File: config.mk
export PLATFORM = sky130hd
export DESIGN_NAME = lrg_lane
export DESIGN_NICKNAME = d
export VERILOG_FILES = /design/src/lrg_pkg.sv /design/src/lrg_lane.sv
export SDC_FILE = /design/constraint.sdc
export NUM_CORES = 2
export LEC_CHECK = 0
export ABC_AREA = 1
export BUFFER_PORTS_ARGS = -buffer_cell sky130_fd_sc_hd__clkbuf_2
export CORE_ASPECT_RATIO = 0.6
export CORE_MARGIN = 5
export CORE_UTILIZATION = 60
export CTS_CLUSTER_SIZE = 16
export DETAILED_ROUTE_END_ITERATION = 16
export PLACE_DENSITY = 0.78
export SLEW_MARGIN = 25
export SYNTH_ARGS = -nofsm -noshare
export SYNTH_HDL_FRONTEND = slang
export SYNTH_SLANG_ARGS = --single-unit
File: constraint.sdc
create_clock -name clk -period 12.81 [get_ports clk]
set_input_delay 0.6405 -clock clk [delete_from_list [all_inputs] [get_ports clk]]
set_output_delay 0.6405 -clock clk [all_outputs]
set_load 0.02 [all_outputs]
File: src/lrg_pkg.sv
package lrg_pkg;

	localparam int NumFeaturesDef = 4;
	localparam int CountBitsDef   = 24;
	localparam int MaxFeatures    = 4;
	localparam int AccW           = 48;
	localparam int SqW            = 64;
	localparam int NumRegs        = 7;

	localparam logic [2:0] RegWeight0 = 3'd0;
	localparam logic [2:0] RegWeight1 = 3'd1;
	localparam logic [2:0] RegWeight2 = 3'd2;
	localparam logic [2:0] RegWeight3 = 3'd3;
	localparam logic [2:0] RegBias    = 3'd4;
	localparam logic [2:0] RegRidgeEn = 3'd5;
	localparam logic [2:0] RegLambda  = 3'd6;
	localparam logic [2:0] BiasIndex  = 3'd4;

	localparam logic signed [AccW-1:0] AccMax = {1'b0, {(AccW-1){1'b1}}};
	localparam logic signed [AccW-1:0] AccMin = {1'b1, {(AccW-1){1'b0}}};

	typedef enum logic [2:0] {
		ST_IDLE,
		ST_PROD,
		ST_ACC,
		ST_DIV,
		ST_EMIT
	} state_t;

	// saturating signed 48-bit add
	function automatic logic signed [AccW-1:0] sat_add48(
		input logic signed [AccW-1:0] a,
		input logic signed [AccW-1:0] b
	);
		logic signed [AccW:0] s;
		s = {a[AccW-1], a} + {b[AccW-1], b};
		if (s > $signed({1'b0, AccMax})) return AccMax;
		if (s < $signed({1'b1, AccMin})) return AccMin;
		return s[AccW-1:0];
	endfunction

endpackage

File: src/lrg_lane.sv
// One feature lane: product w*x, then x*e accumulated into a saturating sum.
module lrg_lane import lrg_pkg::*; (
	input  logic                   clk,
	input  logic                   arst_n,
	input  logic                   enable,
	input  logic                   load,
	input  logic                   acc,
	input  logic                   clr,
	input  logic signed [15:0]     feature,
	input  logic signed [15:0]     weight,
	input  logic signed [23:0]     err,
	output logic signed [31:0]     prod,
	output logic signed [AccW-1:0] sum
);
	logic signed [15:0] x_q;
	logic signed [31:0] prod_q;
	logic signed [39:0] xe_s1;

	always_ff @(posedge clk) begin
		if (load) begin
			x_q    <= feature;
			prod_q <= enable ? feature * weight : 32'sd0;
		end
	end

	assign xe_s1 = x_q * err;
	assign prod  = prod_q;

	always_ff @(posedge clk or negedge arst_n) begin
		if (!arst_n) begin
			sum <= '0;
		end else if (clr) begin
			sum <= '0;
		end else if (acc && enable) begin
			sum <= sat_add48(sum, {{(AccW-40){xe_s1[39]}}, xe_s1});
		end
	end
endmodule

==> insert_results.sql <==
INSERT INTO impl_metrics (metric_group, metric, value, unit) VALUES
('outcome', 'status', 'finished, final reports clean', ''),
('critical_path', 'critPathBufInv', '7', ''),
('clock_network', 'tritoncts_num_sinks', '96', ''),
('hold_path', 'worstHoldPathType', 'in2async', ''),
('global_route', 'grt_max_degree', '49', ''),
('sta', 'max_slew_margin', '0.271', ''),
('global_route', 'grt_pass1_vias', '25700', ''),
('critical_path', 'worst_path_dominant_cell_family', 'adder cells', ''),
('layout', 'flow.area_growth_from_synthesis', '4.60', '%'),
('place', 'placement.io_buffers', '141', ''),
('critical_path', 'startpoint_type', 'register', ''),
('critical_path', 'slowest_delay', '1.08', 'ns'),
('critical_path', 'startpoint', 'x_q[4]', ''),
('synth', 'postSynthNetCount', '5078', ''),
('sta', 'rsz0062_at_grt', 'false', ''),
('global_route', 'global_route.usage.total', '0.317', ''),
('synth', 'synth_flop_cell', 'edfxtp_1', ''),
('synth', 'syn-cell-area', '0.0323', 'sq mm'),
('clock_network', 'clock_latency', '0.39', 'ns'),
('sta', 'layout_min_cycle_time', '8.05', 'ns'),
('routing', 'route.detailed.drc', '0', ''),
('routing', 'routed_wl_per_cell', '18.5', 'um'),
('clock_network', 'cts_hold_repair.buffers', '0', ''),
('layout', 'final_layout_size_suffix_gt1_frac', '0.0624', ''),
('clock_network', 'tritoncts.num_buffers', '9', ''),
('sta', 'fmax', '124', 'MHz'),
('routing', 'route.vias.total', '25800', ''),
('global_route', 'grt_overflow', '0', ''),
('place', 'place_hpwl', '75600', 'um'),
('routing', 'post_drt_via_cell_ratio', '5.35', ''),
('sta', 'drv_slew', '0', ''),
('critical_path', 'reg2reg_to', 'sum[23]', ''),
('synth', 'ys_seq_elements', '96', ''),
('sta', 'number_of_hold_violations_in_the_final_report', '0', ''),
('critical_path', 'ff2ff_setup_slack', '4.76', 'ns'),
('critical_path', 'crit_path_capture', 'sum[23]', ''),
('layout', 'leading_cell_type_in_the_layout_fill_and_taps_excluded', 'inv_1', ''),
('critical_path', 'setup.worst_path.end_class', 'register', ''),
('critical_path', 'timing.critical_path.slowest_stage_cell', 'edfxtp_1', ''),
('sta', 'finalCritPeriodShare', '0.629', ''),
('critical_path', 'worst-setup-path-type', 'reg2reg', ''),
('clock_network', 'cts_setup_buffers', '0', ''),
('global_route', 'global_route_wire_length_before_repair', '144000', 'um'),
('sta', 'final_setup_skew', '0.0211', 'ns'),
('critical_path', 'ff2ff_path_depth', '27', ''),
('critical_path', 'cp_num_cells', '27', ''),
('floorplanning', 'die_h', '190', 'um'),
('routing', 'first_pass_iters', '6', ''),
('floorplanning', 'start_util', '0.611', ''),
('clock_network', 'clk_transition_reported_paths', '0.09', 'ns'),
('place', 'gp_congestion', '1.05', ''),
('synth', 'seq_area_frac_synth', '0.0819', ''),
('layout', 'antenna_cells', '0', ''),
('clock_network', 'tritoncts', 'built', ''),
('critical_path', 'r2r_start', 'x_q[4]', ''),
('global_route', 'grt_antenna_before_repair', '0', ''),
('layout', 'layout.nets', '5105', ''),
('clock_network', 'clockBufferDepth', '2', ''),
('synth', 'syn_area_per_cell', '7.90', 'sq um'),
('floorplanning', 'floorplan.rows', '65', ''),
('critical_path', 'critPathMaxFanout', '41', ''),
('layout', 'fillers', '4534', ''),
('flow_run', 'timing.max_cap.violations', '0', ''),
('sta', 'timing.setup.tns', '0', 'ns'),
('place', 'dp_slack', '4.75', 'ns'),
('routing', 'routed_wirelength', '89200', 'um'),
('floorplanning', 'top_level_ports', '142', ''),
('routing', 'ant_nets', '0', ''),
('floorplanning', 'fp.coreArea', '0.0529', 'sq mm'),
('synth', 'netlist-cell-type-count', '40', ''),
('sta', 'setup_violations', '0', '');
[layout make-up]
class / count / area, sq um / share of cell area
clock buffers: 9 / 225 / 0.00667
clock inverters: 7 / 83.8 / 0.00248
inverters: 1262 / 4740 / 0.140
multi-input cells: 2581 / 24300 / 0.720
flip-flops and latches: 96 / 2640 / 0.0783
well taps: 703 / 880 / 0.0261
repair buffers: 161 / 883 / 0.0262
[cells by family after synthesis]
kind of cell,synth area share
AO/OA/AOI/OAI,0.0344
adder cells (fa/ha/maj),0.528
XOR/XNOR,0.0109
flip-flops,0.0819
AND/OR/NAND/NOR,0.180
buffers and inverters,0.166
[worst min path at each step]
stage | startpoint | endpoint | slack [ns] | depth (start not counted)
floorplan | arst_n | sum[0] | 0.34 | 0
global placement | sum[0] | sum[0] | 0.51 | 2
detailed placement | sum[0] | sum[0] | 0.52 | 2
CTS | arst_n | sum[39] | 0.38 | 2
global route | arst_n | sum[39] | 0.41 | 2
finish | arst_n | sum[43] | 0.34 | 2
[registers in the layout, summed over array words and instances, names as in the netlist]
name and cells:
prod 32, sum 48, x_q 16
[metal layers]
metal / GRT usage / part of all wire
met5: 0.0174 / 0.0016
met4: 0.0375 / 0.0098
met3: 0.149 / 0.17
met2: 0.388 / 0.36
met1: 0.516 / 0.46
[Yosys cell counts (23+ instances only)]
master    instances  area share
inv_1          1253        0.15
nand2_1        1092        0.13
fa_1            716        0.44
ha_1            216       0.084
nor2_1          140       0.016
clkbuf_1        131       0.015
a21oi_1          95       0.015
nand3_1          70       0.011
dfrtp_1          48       0.037
edfxtp_1         48       0.045
o21ai_0          46      0.0071
nand3_2          24      0.0074
xor2_1           24      0.0065
nand4_1          23      0.0045
o21bai_1         23      0.0053
[worst register-to-register path, cell delays in order (launching register included)]
cell      delay (ns)
edfxtp_1        1.08
nand2_1         0.25
fa_1            0.59
inv_1           0.07
fa_1            0.42
inv_1           0.34
fa_1            0.65
fa_1            0.78
inv_1           0.18
fa_1            0.51
inv_1           0.05
fa_1            0.48
inv_1           0.04
ha_1            0.37
nand2_1         0.13
nor2_2          0.14
inv_1           0.04
nor2_1          0.11
nand2_1         0.09
nor2_2          0.12
nand2_2         0.07
nand3_2         0.10
nand2_2         0.06
nand2_4         0.08
nand3_2         0.78
nand2_1         0.33
inv_1           0.08
nand2_1         0.06
[stage by stage]
stage	utilization	area (sq um)	std cells
finish	0.639	33800	4819
global route	0.639	33800	4819
CTS	0.638	33700	4817
detailed placement	0.632	33400	4801
global placement	0.632	33400	4801
floorplan	-	32300	4084
Power is left out: the tool's default activity adds up to more than one toggle a clock period on the data nets, which glitch-free logic cannot reach.
