**config.mk**
```make
export PLATFORM = sky130hd
export DESIGN_NAME = lrg_divider
export DESIGN_NICKNAME = d
export VERILOG_FILES = /design/src/lrg_pkg.sv /design/src/lrg_divider.sv
export SDC_FILE = /design/constraint.sdc
export NUM_CORES = 1
export LEC_CHECK = 0
export BUFFER_PORTS_ARGS = -buffer_cell sky130_fd_sc_hd__buf_4
export CAP_MARGIN = 20
export CORE_MARGIN = 8
export CORE_UTILIZATION = 57
export DETAILED_ROUTE_END_ITERATION = 12
export PLACE_DENSITY = 0.95
export RECOVER_POWER = 25
export SLEW_MARGIN = 20
export SYNTH_ARGS = -nofsm -noshare
export SYNTH_HDL_FRONTEND = slang
export SYNTH_SLANG_ARGS = --single-unit
```
**constraint.sdc**
```tcl
create_clock -name clk -period 7.9 [get_ports clk]
set_input_delay 0.79 -clock clk [delete_from_list [all_inputs] [get_ports clk]]
set_output_delay 0.79 -clock clk [all_outputs]
set_load 0.1 [all_outputs]
```
**src/lrg_pkg.sv**
```systemverilog
package lrg_pkg;

	localparam int NumFeaturesDef = 4;
	localparam int CountBitsDef   = 24;
	localparam int MaxFeatures    = 4;
	localparam int AccW           = 48;
	localparam int SqW            = 64;
	localparam int NumRegs        = 7;

	localparam logic [2:0] RegWeight0 = 3'd0;
	localparam logic [2:0] RegWeight1 = 3'd1;
	localparam logic [2:0] RegWeight2 = 3'd2;
	localparam logic [2:0] RegWeight3 = 3'd3;
	localparam logic [2:0] RegBias    = 3'd4;
	localparam logic [2:0] RegRidgeEn = 3'd5;
	localparam logic [2:0] RegLambda  = 3'd6;
	localparam logic [2:0] BiasIndex  = 3'd4;

	localparam logic signed [AccW-1:0] AccMax = {1'b0, {(AccW-1){1'b1}}};
	localparam logic signed [AccW-1:0] AccMin = {1'b1, {(AccW-1){1'b0}}};

	typedef enum logic [2:0] {
		ST_IDLE,
		ST_PROD,
		ST_ACC,
		ST_DIV,
		ST_EMIT
	} state_t;

	// saturating signed 48-bit add
	function automatic logic signed [AccW-1:0] sat_add48(
		input logic signed [AccW-1:0] a,
		input logic signed [AccW-1:0] b
	);
		logic signed [AccW:0] s;
		s = {a[AccW-1], a} + {b[AccW-1], b};
		if (s > $signed({1'b0, AccMax})) return AccMax;
		if (s < $signed({1'b1, AccMin})) return AccMin;
		return s[AccW-1:0];
	endfunction

endpackage

```
**src/lrg_divider.sv**
```systemverilog
// Restoring divider for unsigned dividends, one quotient bit per cycle.
module lrg_divider import lrg_pkg::*; #(
	parameter int DenW = 24
) (
	input  logic            clk,
	input  logic            arst_n,
	input  logic            start,
	input  logic [SqW+1:0]  dividend,
	input  logic [DenW-1:0] divisor,
	output logic            busy,
	output logic [SqW+1:0]  quotient
);
	localparam int NumW = SqW + 2;
	localparam int CntW = $clog2(NumW + 1);

	logic [NumW-1:0] num_q;
	logic [DenW:0]   rem_q;
	logic [CntW-1:0] cnt_q;
	logic [DenW+1:0] trial;

	assign trial    = {rem_q, num_q[NumW-1]} - {2'b00, divisor};
	assign busy     = (cnt_q != '0);
	assign quotient = num_q;

	always_ff @(posedge clk or negedge arst_n) begin
		if (!arst_n) begin
			cnt_q <= '0;
		end else if (start) begin
			cnt_q <= CntW'(NumW);
		end else if (busy) begin
			cnt_q <= cnt_q - 1'b1;
		end
	end

	always_ff @(posedge clk) begin
		if (start) begin
			num_q <= dividend;
			rem_q <= '0;
		end else if (busy) begin
			if (!trial[DenW+1]) begin
				rem_q <= trial[DenW:0];
				num_q <= {num_q[NumW-2:0], 1'b1};
			end else begin
				rem_q <= {rem_q[DenW-1:0], num_q[NumW-1]};
				num_q <= {num_q[NumW-2:0], 1'b0};
			end
		end
	end
endmodule

```
==> key figures, run 1 <==
Min path
  – Type of the tightest min-delay check: input port to asynchronous set/reset pin

Floorplanning
  – Die span in y: roughly 110 µm
  – Horizontal extent of the die: roughly 110 µm
  – Starting density of the core: 0.5754
  – Row count: 36
  – Count of boundary I/O pins: 160
  – Core box area: about 9600 µm²
  – Die area: around 13,000 µm²

Cells and area
  – Fill cell count: 658
  – Commonest cells after routing, fill and taps aside: 125 x sky130_fd_sc_hd__buf_4, 66 x sky130_fd_sc_hd__mux2_2, 66 x sky130_fd_sc_hd__edfxtp_1
  – Commonest non-fill, non-tap cell in the layout: sky130_fd_sc_hd__buf_4
  – Final-stage net count: about 760
  – Share of final-layout standard cells stronger than drive strength 1: 0.3313
  – Area Overhead vs Synth: 24.48%
  – Number of antenna cells inserted: 0
  – Area used by sequential logic in the layout: 2658 µm²
  – Area of combinational cells with multiple inputs: 2628 µm²

Global routing
  – Vias in the first global route: 4,744
  – Overall overflow remaining after global route: 0
  – Wire length of the first global-routing pass: approximately 23,000 µm
  – Antenna violations before repair: 0
  – GRT Util Overall: 0.2236
  – Largest net degree at the start of global routing: 68

Worst setup path
  – Max Fanout on Critical Path: 15
  – Slowest CP cell: sky130_fd_sc_hd__a211oi_4
  – Startpoint kind of the worst setup timing path: input port
  – Critical setup path kind: input port to flip-flop
  – Signal arrival time at the worst endpoint: 3.75 ns
  – CP Data Required Time: around 8 ns
  – Highest cell delay on the worst timing path: approximately 0.58 ns
  – Number of buffers and inverters on the critical path: 3
  – Cell type group with the largest total delay on the critical path: compound AO/OA/AOI/OAI gates
  – Sort of element at the end of the critical path: flip-flop
  – Cell-by-cell listing of the critical path: buf_4 -> inv_1 -> ha_1 -> a21oi_2 -> nor2_1 -> a2111oi_2 -> a211oi_1 -> a211oi_4 -> buf_4 -> nor2_1 -> a22oi_1 -> o22ai_1

Timing
  – Slew headroom: -0.4942
  – Final setup violation count: 0
  – RSZ-0062 raised after global routing: false
  – Hold violation total from the final report: 0
  – Number of max-slew violations in the final report: just over 50
  – Time the worst path needs with I/O delays and setup: 3.589 ns
  – Portion of the clock cycle consumed by the worst path in the final layout: 0.4543
  – Maximum clock frequency: 278.6 MHz
  – Slew at the pin with the worst max-slew slack: 2.241 ns
  – Setup TNS: 0 ns
  – Largest clock skew in the final design: a little over 0.02 ns

Detailed routing
  – Post-detailed-routing wire length: 14,930 µm
  – Count of vias placed by the detailed router: 4,510
  – Antenna-violating nets left: 0
  – Iteration count of the initial detailed-routing pass: 5
  – Number of vias per cell: 5.767
  – Number of remaining DRC errors: 0
  – Wire per inst: 19.10 µm
  – DRT iter0 DRCs: 329

Place
  – GP Congestion: 0.9115
  – Detailed placement HPWL: 11,410 µm
  – Port-buffer cells: 159

Synthesis
  – Mapped Area: 5520 µm²
  – Synthesis-stage register bit count: 98
  – Post-Synthesis Cells: 493
  – Biggest area consumer among synthesized cells: sky130_fd_sc_hd__edfxtp_1
  – Proportion of register bits with asynchronous set or reset after synthesis: 0.07143
  – Avg Inst Size Synth: around 11 µm²
  – Top cells by area in the synthesized netlist: sky130_fd_sc_hd__edfxtp_1 36%, sky130_fd_sc_hd__mux2_2 13%, sky130_fd_sc_hd__dfxtp_1 9.1%
  – Number of nets in the synthesized netlist: 612
  – Primary FF master, synth: sky130_fd_sc_hd__edfxtp_1
  – Post-synthesis sequential area ratio: 0.4814
  – Warnings, synthesis: 0
  – Distinct cell type count of the synthesized netlist: 59
  – Count of flip-flops with a built-in enable after synthesis: 66
  – Top-area cell type share of the netlist area: 0.3590

Clock tree
  – TritonCTS clock tree: done
  – Max Buffers Root-to-Sink: 2
  – Hold Buf Count CTS: 0
  – Source-to-sink clock delay at the later pin of the worst-skew pair: 0.37 ns
  – Clk root buf: sky130_fd_sc_hd__clkbuf_8
  – Maximum level of the CTS H-tree: 3
  – Clock buffer count from CTS: 9
  – Reg clk slew, reported paths: 0.11 ns
  – Count of clock tree sinks: just under 100
  – Post-cts sizing count: 0
  – Post-CTS Setup Inserts: 0

Pwr
  – Sw Ratio: 0.4170
  – Power density over the cells: 222.6 nW/µm²
  – Sequential group share of total power: 0.419
  – Proportion of power drawn by combinational gates: 0.353
  – Internal Dissipation: ~890 µW
  – Power consumption: 1.530 mW
  – Clock network fraction of total power: 0.228
  – Leak: 2.866 nW
  – Switching power total: around 640 µW
  – Maximum ir drop on the vdd rail: around 0.16 mV

Outcome
  – Failing checks: max-capacitance violations, max-slew violations
  – Outcome: finished with violations

Job
  – Max-cap viol count: 1
worst reg2reg max path, cell delays in order, from the launching register on:
cell and delay, ns:
sky130_fd_sc_hd__dfxtp_1 0.36, sky130_fd_sc_hd__ha_1 0.39, sky130_fd_sc_hd__a21oi_2 0.20, sky130_fd_sc_hd__o21ai_1 0.11
sky130_fd_sc_hd__a311o_1 0.39, sky130_fd_sc_hd__a311o_1 0.39, sky130_fd_sc_hd__a211oi_4 0.50, sky130_fd_sc_hd__buf_4 0.33
sky130_fd_sc_hd__nor2_1 0.19, sky130_fd_sc_hd__a22oi_1 0.22, sky130_fd_sc_hd__o22ai_1 0.11
layout make-up:
class | instances | area share
clock inverter | 7 | 0.01220
inverter | 34 | 0.01857
multi-input combinational | 337 | 0.3824
clock buffer | 9 | 0.01803
tap | 133 | 0.02422
timing repair buffer | 164 | 0.1579
sequential | 98 | 0.3867
cell usage after synthesis, drive strengths merged, types with 8 or more instances:
cell,instances
o21ai,18
a211oi,14
xnor2,16
edfxtp,66
clkbuf,16
inv,33
buf,8
nor2,38
nand2,26
o211ai,11
ha,25
a21oi,22
mux2,66
mux2i,9
dfxtp,25
a22oi,8
registers in the layout (all words and copies together), names as in the netlist:
register,flops
quotient,66
rem_q,25
cnt_q,7
metal layers:
| layer | vias up | share of wire | track usage |
|---|---|---|---|
| met2 | 196 | 0.53 | 0.4038 |
| met5 | - | 0 | 0 |
| li1 | 2131 | - | - |
| met1 | 2150 | 0.35 | 0.2269 |
| met4 | 0 | 0.030 | 0.08962 |
| met3 | 33 | 0.092 | 0.08386 |
metrics by stage:
stage               setup slack (ns)  instance area [µm²]  hold slack (ns)  instances  utilization
floorplan                      4.690                 5520           0.4480        493            -
global placement               4.152                 6810           0.4687        766       0.7098
detailed placement             4.018                 6810           0.4772        766       0.7098
CTS                            4.412                 7018           0.2044        782       0.7315
global route                   4.120                 6872           0.3114        782       0.7162
finish                         4.311                 6872           0.2978        782       0.7162
cells by family after synthesis:
group / share of synthesized area
multiplexers: 0.1510
adder cells (fa/ha/maj): 0.06029
flip-flops: 0.4814
AND/OR/NAND/NOR: 0.08477
XOR/XNOR: 0.03490
buffers and inverters: 0.04284
AO/OA/AOI/OAI: 0.1448
power by group through the flow:
stage | combinational, mW | clock (mW) | sequential [mW]
6_report | 0.539 | 0.349 | 0.641
5_1_grt | 0.561 | 0.371 | 0.648
4_1_cts | 0.560 | 0.355 | 0.642
3_5_place_dp | 0.559 | 0 | 0.652
3_3_place_gp | 0.546 | 0 | 0.647
2_1_floorplan | 0.128 | 0 | 0.944
worst paths after layout:
path                                         from                      to  slack [ns]  cells after the start
max                                   divisor[10]  rem_q[18]$_SDFFE_PP0P_        4.31                     12
min                                        arst_n    cnt_q[5]$_DFFE_PN0P_        0.30                      1
max reg2reg                rem_q[15]$_SDFFE_PP0P_  rem_q[18]$_SDFFE_PP0P_        4.50                     10
min reg2reg                 rem_q[1]$_SDFFE_PP0P_   rem_q[1]$_SDFFE_PP0P_        0.50                      2
max in group asynchronous                  arst_n    cnt_q[0]$_DFFE_PN0P_        7.31                      1
min in group clk            rem_q[1]$_SDFFE_PP0P_   rem_q[1]$_SDFFE_PP0P_        0.50                      2
Note: power is estimated with default switching activity, not from simulation.
==> run 2, diff against run 1 <==
--- a/config.mk
+++ b/config.mk
@@ -5,12 +5,13 @@
 export SDC_FILE = /design/constraint.sdc
 export NUM_CORES = 1
 export LEC_CHECK = 0
+export ABC_AREA = 1
 export BUFFER_PORTS_ARGS = -buffer_cell sky130_fd_sc_hd__buf_4
 export CAP_MARGIN = 20
 export CORE_MARGIN = 8
-export CORE_UTILIZATION = 57
+export CORE_UTILIZATION = 54
 export DETAILED_ROUTE_END_ITERATION = 12
-export PLACE_DENSITY = 0.95
+export PLACE_DENSITY = 0.92
 export RECOVER_POWER = 25
 export SLEW_MARGIN = 20
 export SYNTH_ARGS = -nofsm -noshare
==> constraint.sdc (replaced) <==
create_clock -name clk -period 3.7 [get_ports clk]
set_input_delay 0.37 -clock clk [delete_from_list [all_inputs] [get_ports clk]]
set_output_delay 0.37 -clock clk [all_outputs]
set_load 0.1 [all_outputs]
==> run 2 against run 1 <==
  * The run now ends clean
  * Die area up 18%
  * Power rose to 3.4 times the previous value
  * First-iteration DRC count up 56%
  * Hold slack worse by 0.015 ns
  * Via count up 37%
  * Synthesized area up 15%
  * Register-to-register slack worse by 3.3 ns
  * Combinational power rose to 4.9 times the previous value
  * Clock-buffer cell count unchanged
  * Setup slack worse by 3.1 ns
==> key figures, run 2 <==
Synthesis
  – Combinational family with the most area after synthesis: simple AND/OR/NAND/NOR gates (was multiplexers)
  – Top-area cell type share of the netlist area: 0.3132 (was 0.3590)
  – XOR/XNOR Fraction of Synth Area: 0.01938 (was 0.03490)
  – Proportion of register bits with asynchronous set or reset after synthesis: 0.07143 (unchanged)
  – Basic-gate share of the synthesized area counting and, or, nand and nor cells: 0.3805 (was 0.08477)
  – Distinct cell type count of the synthesized netlist: 34 (was 59)
  – Synthesis-stage register bit count: 98 (unchanged)
  – Post-synth top cells: 457 x sky130_fd_sc_hd__nand2_1, 145 x sky130_fd_sc_hd__inv_1, 66 x sky130_fd_sc_hd__edfxtp_1 (was 66 x sky130_fd_sc_hd__edfxtp_1, 66 x sky130_fd_sc_hd__mux2_2, 38 x sky130_fd_sc_hd__nor2_1)
  – Biggest area consumer among synthesized cells: sky130_fd_sc_hd__edfxtp_1 (unchanged)
  – Multiplexer share of the synthesized area: 0 (was 0.1510)
  – Count of flip-flops with a built-in enable after synthesis: 66 (unchanged)
  – Post-synthesis sequential area ratio: 0.4200 (was 0.4814)
  – Post-Synthesis Cells: 914 (was 493)
  – Warnings, synthesis: 0 (unchanged)
  – Post-synthesis compound-gate area fraction: 0.02076 (was 0.1448)
  – Top cells by area in the synthesized netlist: sky130_fd_sc_hd__edfxtp_1 31%, sky130_fd_sc_hd__nand2_1 27%, sky130_fd_sc_hd__inv_1 8.6% (was sky130_fd_sc_hd__edfxtp_1 36%, sky130_fd_sc_hd__mux2_2 13%, sky130_fd_sc_hd__dfxtp_1 9.1%)
  – Mapped Area: 6327 µm² (was 5520 µm²)
  – Number of nets in the synthesized netlist: 1,033 (was 612)
  – Avg Inst Size Synth: 6.923 µm² (was 11.20 µm²)
  – Fraction of the mapped netlist area in adder cells: 0.05260 (was 0.06029)
  – Primary FF master, synth: sky130_fd_sc_hd__edfxtp_1 (unchanged)
  – Count leader, synth: sky130_fd_sc_hd__nand2_1

Worst setup path
  – Startpoint kind of the worst setup timing path: flip-flop (was input port)
  – Sort of element at the end of the critical path: flip-flop (unchanged)
  – CP Data Required Time: 3.96 ns (was 8.06 ns)
  – Reg2reg setup slack: 1.21 ns (was 4.50 ns)
  – Slowest CP cell: sky130_fd_sc_hd__dfrtp_1 (was sky130_fd_sc_hd__a211oi_4)
  – Highest cell delay on the worst timing path: 0.36 ns (was 0.58 ns)
  – Cell-by-cell listing of the critical path: inv_1 -> ha_1 -> nand4_1 -> nor2_1 -> inv_1 -> nor2_2 -> buf_4 -> inv_2 -> buf_12 -> o21ai_0 (was buf_4 -> inv_1 -> ha_1 -> a21oi_2 -> nor2_1 -> a2111oi_2 -> a211oi_1 -> a211oi_4 -> buf_4 -> nor2_1 -> a22oi_1 -> o22ai_1)
  – Max Fanout on Critical Path: 36 (was 15)
  – Count of cells along the worst register-to-register path: 10 (unchanged)
  – CP most frequent cell: sky130_fd_sc_hd__inv_1
  – Critical R2R Capture: cnt_q[0]$_DFFE_PN0P_ (was rem_q[18]$_SDFFE_PP0P_)
  – Worst reg2reg path startpoint: cnt_q[0]$_DFFE_PN0P_ (was rem_q[15]$_SDFFE_PP0P_)
  – Critical setup path kind: flip-flop to flip-flop (was input port to flip-flop)
  – Signal arrival time at the worst endpoint: 2.75 ns (was 3.75 ns)

Clock tree
  – Source-to-sink clock delay at the later pin of the worst-skew pair: 0.35 ns (was 0.37 ns)
  – Clk root buf: sky130_fd_sc_hd__clkbuf_16 (was sky130_fd_sc_hd__clkbuf_8)
  – TritonCTS clock tree: done (unchanged)
  – Reg clk slew, reported paths: 0.08 ns (was 0.11 ns)
  – Post-CTS Setup Inserts: 0 (unchanged)
  – Max Buffers Root-to-Sink: 2 (unchanged)
  – Clock buffer count from CTS: 9 (unchanged)
  – Count of clock tree sinks: 98 (unchanged)
  – Hold Buf Count CTS: 1 (was 0)
  – Maximum level of the CTS H-tree: 3 (unchanged)
  – Post-cts sizing count: 0 (unchanged)

Global routing
  – Overall overflow remaining after global route: 0 (unchanged)
  – Largest net degree at the start of global routing: 70 (was 68)
  – Wire length of the first global-routing pass: 28,300 µm (was 22,950 µm)
  – GRT Util Overall: 0.2183 (was 0.2236)
  – Antenna violations before repair: 0 (unchanged)
  – Vias in the first global route: 5,968 (was 4,744)

Timing
  – Hold violation total from the final report: 0 (unchanged)
  – Time the worst path needs with I/O delays and setup: 2.491 ns
  – Setup TNS: 0 ns (unchanged)
  – Portion of the clock cycle consumed by the worst path in the final layout: 0.6732
  – Final setup violation count: 0 (unchanged)
  – RSZ-0062 raised after global routing: false (unchanged)
  – Maximum clock frequency: roughly 400 MHz
  – Slew at the pin with the worst max-slew slack: 1.254 ns (was 2.241 ns)
  – Largest clock skew in the final design: 0.01350 ns (was 0.02022 ns)
  – Number of max-slew violations in the final report: 0 (was 51)
  – Slew headroom: 0.1678 (was -0.4942)
  – Fin Hold WS: 0.2831 ns (was 0.2978 ns)

Place
  – Placed cell count: 1,197 (was 766)
  – GP Congestion: 0.9491 (was 0.9115)
  – Detailed placement HPWL: 12,890 µm (was 11,410 µm)
  – Port-buffer cells: 159 (unchanged)

Cells and area
  – Final standard cell utilization of the core: 0.6797 (was 0.7162)
  – Final-stage net count: 1,185 (was 763)
  – Commonest non-fill, non-tap cell in the layout: sky130_fd_sc_hd__nand2_1 (was sky130_fd_sc_hd__buf_4)
  – Post-route non-filler standard cell count: 1,214 (was 782)
  – Commonest cells after routing, fill and taps aside: 457 x sky130_fd_sc_hd__nand2_1, 144 x sky130_fd_sc_hd__inv_1, 109 x sky130_fd_sc_hd__buf_4 (was 125 x sky130_fd_sc_hd__buf_4, 66 x sky130_fd_sc_hd__mux2_2, 66 x sky130_fd_sc_hd__edfxtp_1)
  – Area Overhead vs Synth: 22.66% (was 24.48%)
  – Fill cell count: 971 (was 658)
  – Flip-flop count of the largest register after layout: 66 (unchanged)
  – Share of final-layout standard cells stronger than drive strength 1: 0.1513 (was 0.3313)
  – Number of antenna cells inserted: 0 (unchanged)

Pwr
  – Power consumption: 5.258 mW (was 1.530 mW)
  – Leak: 4.244 nW (was 2.866 nW)
  – Maximum ir drop on the vdd rail: 0.3414 mV (was 0.1593 mV)
  – Power density over the cells: 677.5 nW/µm² (was 222.6 nW/µm²)

Min path
  – Number of cells on the worst hold path: 3
  – Critical hold path startpoint: dividend[44]
  – Type of the tightest min-delay check: input port to flip-flop (was input port to asynchronous set/reset pin)
  – Terminating pin of the worst hold path: quotient[44]$_DFFE_PP_

Detailed routing
  – Post-detailed-routing wire length: 17,330 µm (was 14,930 µm)
  – Number of vias per cell: 5.077 (was 5.767)
  – Iteration count of the initial detailed-routing pass: 7 (was 5)
  – Wire per inst: 14.27 µm (was 19.10 µm)
  – Number of remaining DRC errors: 0 (unchanged)
  – Antenna-violating nets left: 0 (unchanged)
  – DRT iter0 DRCs: 513 (was 329)
  – Count of vias placed by the detailed router: 6,163 (was 4,510)

Floorplanning
  – Horizontal extent of the die: 124.2 µm (was 114.4 µm)
  – Core box area: 11,420 µm² (was 9594 µm²)
  – Count of boundary I/O pins: 160 (unchanged)
  – Die area: 15,440 µm² (was 13,090 µm²)
  – Row count: 39 (was 36)
  – Starting density of the core: 0.5541 (was 0.5754)
  – Die span in y: 124.2 µm (was 114.4 µm)

Outcome
  – Outcome: completed (was finished with violations)

Job
  – Max-cap viol count: 0 (was 1)
[run 2: cell count changes in the layout (fill, tap and decap cells not counted), moves of 10 or more]
cell / delta
sky130_fd_sc_hd__nand2_2: +18
sky130_fd_sc_hd__o21ai_0: -10
sky130_fd_sc_hd__clkbuf_1: +14
sky130_fd_sc_hd__buf_4: -16
sky130_fd_sc_hd__o211ai_1: -11
sky130_fd_sc_hd__nand2_1: +432
sky130_fd_sc_hd__a211oi_1: -12
sky130_fd_sc_hd__nand3_1: +43
sky130_fd_sc_hd__inv_1: +111
sky130_fd_sc_hd__mux2_2: -66
[run 2: cells by family after synthesis]
| family | after synthesis |
|---|---|
| and+or+nand+nor | 582 |
| AOI/OAI and AO/OA | 25 |
| buffers and inverters | 169 |
| DFF | 98 |
| xor gates and xnor gates | 14 |
| adders and majority gates | 26 |
[run 2: routing by layer]
layer  wire, µm  global-route usage
met3       1207             0.05404
met4        423             0.07938
met2       8846              0.3885
met1       6851              0.2465
met5          0                   0
[run 2: stage by stage]
step	area, µm²	worst slack [ns]
CTS	7959	1.239
global placement	7615	1.394
global route	7761	1.018
detailed placement	7615	1.277
finish	7761	1.209
floorplan	6327	0.3824
[run 2: critical path, delay by kind of cell, from the launching register on]
family | cells | cell delay [ns]
flops | 1 | 0.36
fa+ha+maj | 1 | 0.22
simple gates | 3 | 0.42
compound gates | 1 | 0.19
buf+inv | 5 | 1.20
[run 2: final cells by class]
class	instances	area [µm²]	area share
clock buffer	9	225.2	0.02902
clock inverter	7	108.9	0.01403
inverter	146	549.3	0.07077
multi-input combinational	647	2994	0.3858
sequential	98	2658	0.3424
tap	143	178.9	0.02305
timing repair buffer	164	1047	0.1349
[run 2: worst max-delay path by stage]
| stage | from | endpoint | cells after the start |
|---|---|---|---|
| after floorplan | cnt_q[0]$_DFFE_PN0P_ | quotient[0]$_DFFE_PP_ | 7 |
| after global placement | cnt_q[0]$_DFFE_PN0P_ | quotient[17]$_DFFE_PP_ | 9 |
| after detailed placement | cnt_q[0]$_DFFE_PN0P_ | quotient[17]$_DFFE_PP_ | 9 |
| after CTS | cnt_q[0]$_DFFE_PN0P_ | quotient[8]$_DFFE_PP_ | 9 |
| after global routing | cnt_q[0]$_DFFE_PN0P_ | cnt_q[0]$_DFFE_PN0P_ | 10 |
| final | cnt_q[0]$_DFFE_PN0P_ | cnt_q[0]$_DFFE_PN0P_ | 10 |
[run 2: power breakdown]
part	total, mW	internal, mW	switching, mW	leakage, nW
registers	1.54	1.39	0.149	1.02
logic	2.66	0.772	1.88	3.06
clock network	1.07	0.607	0.459	0.163
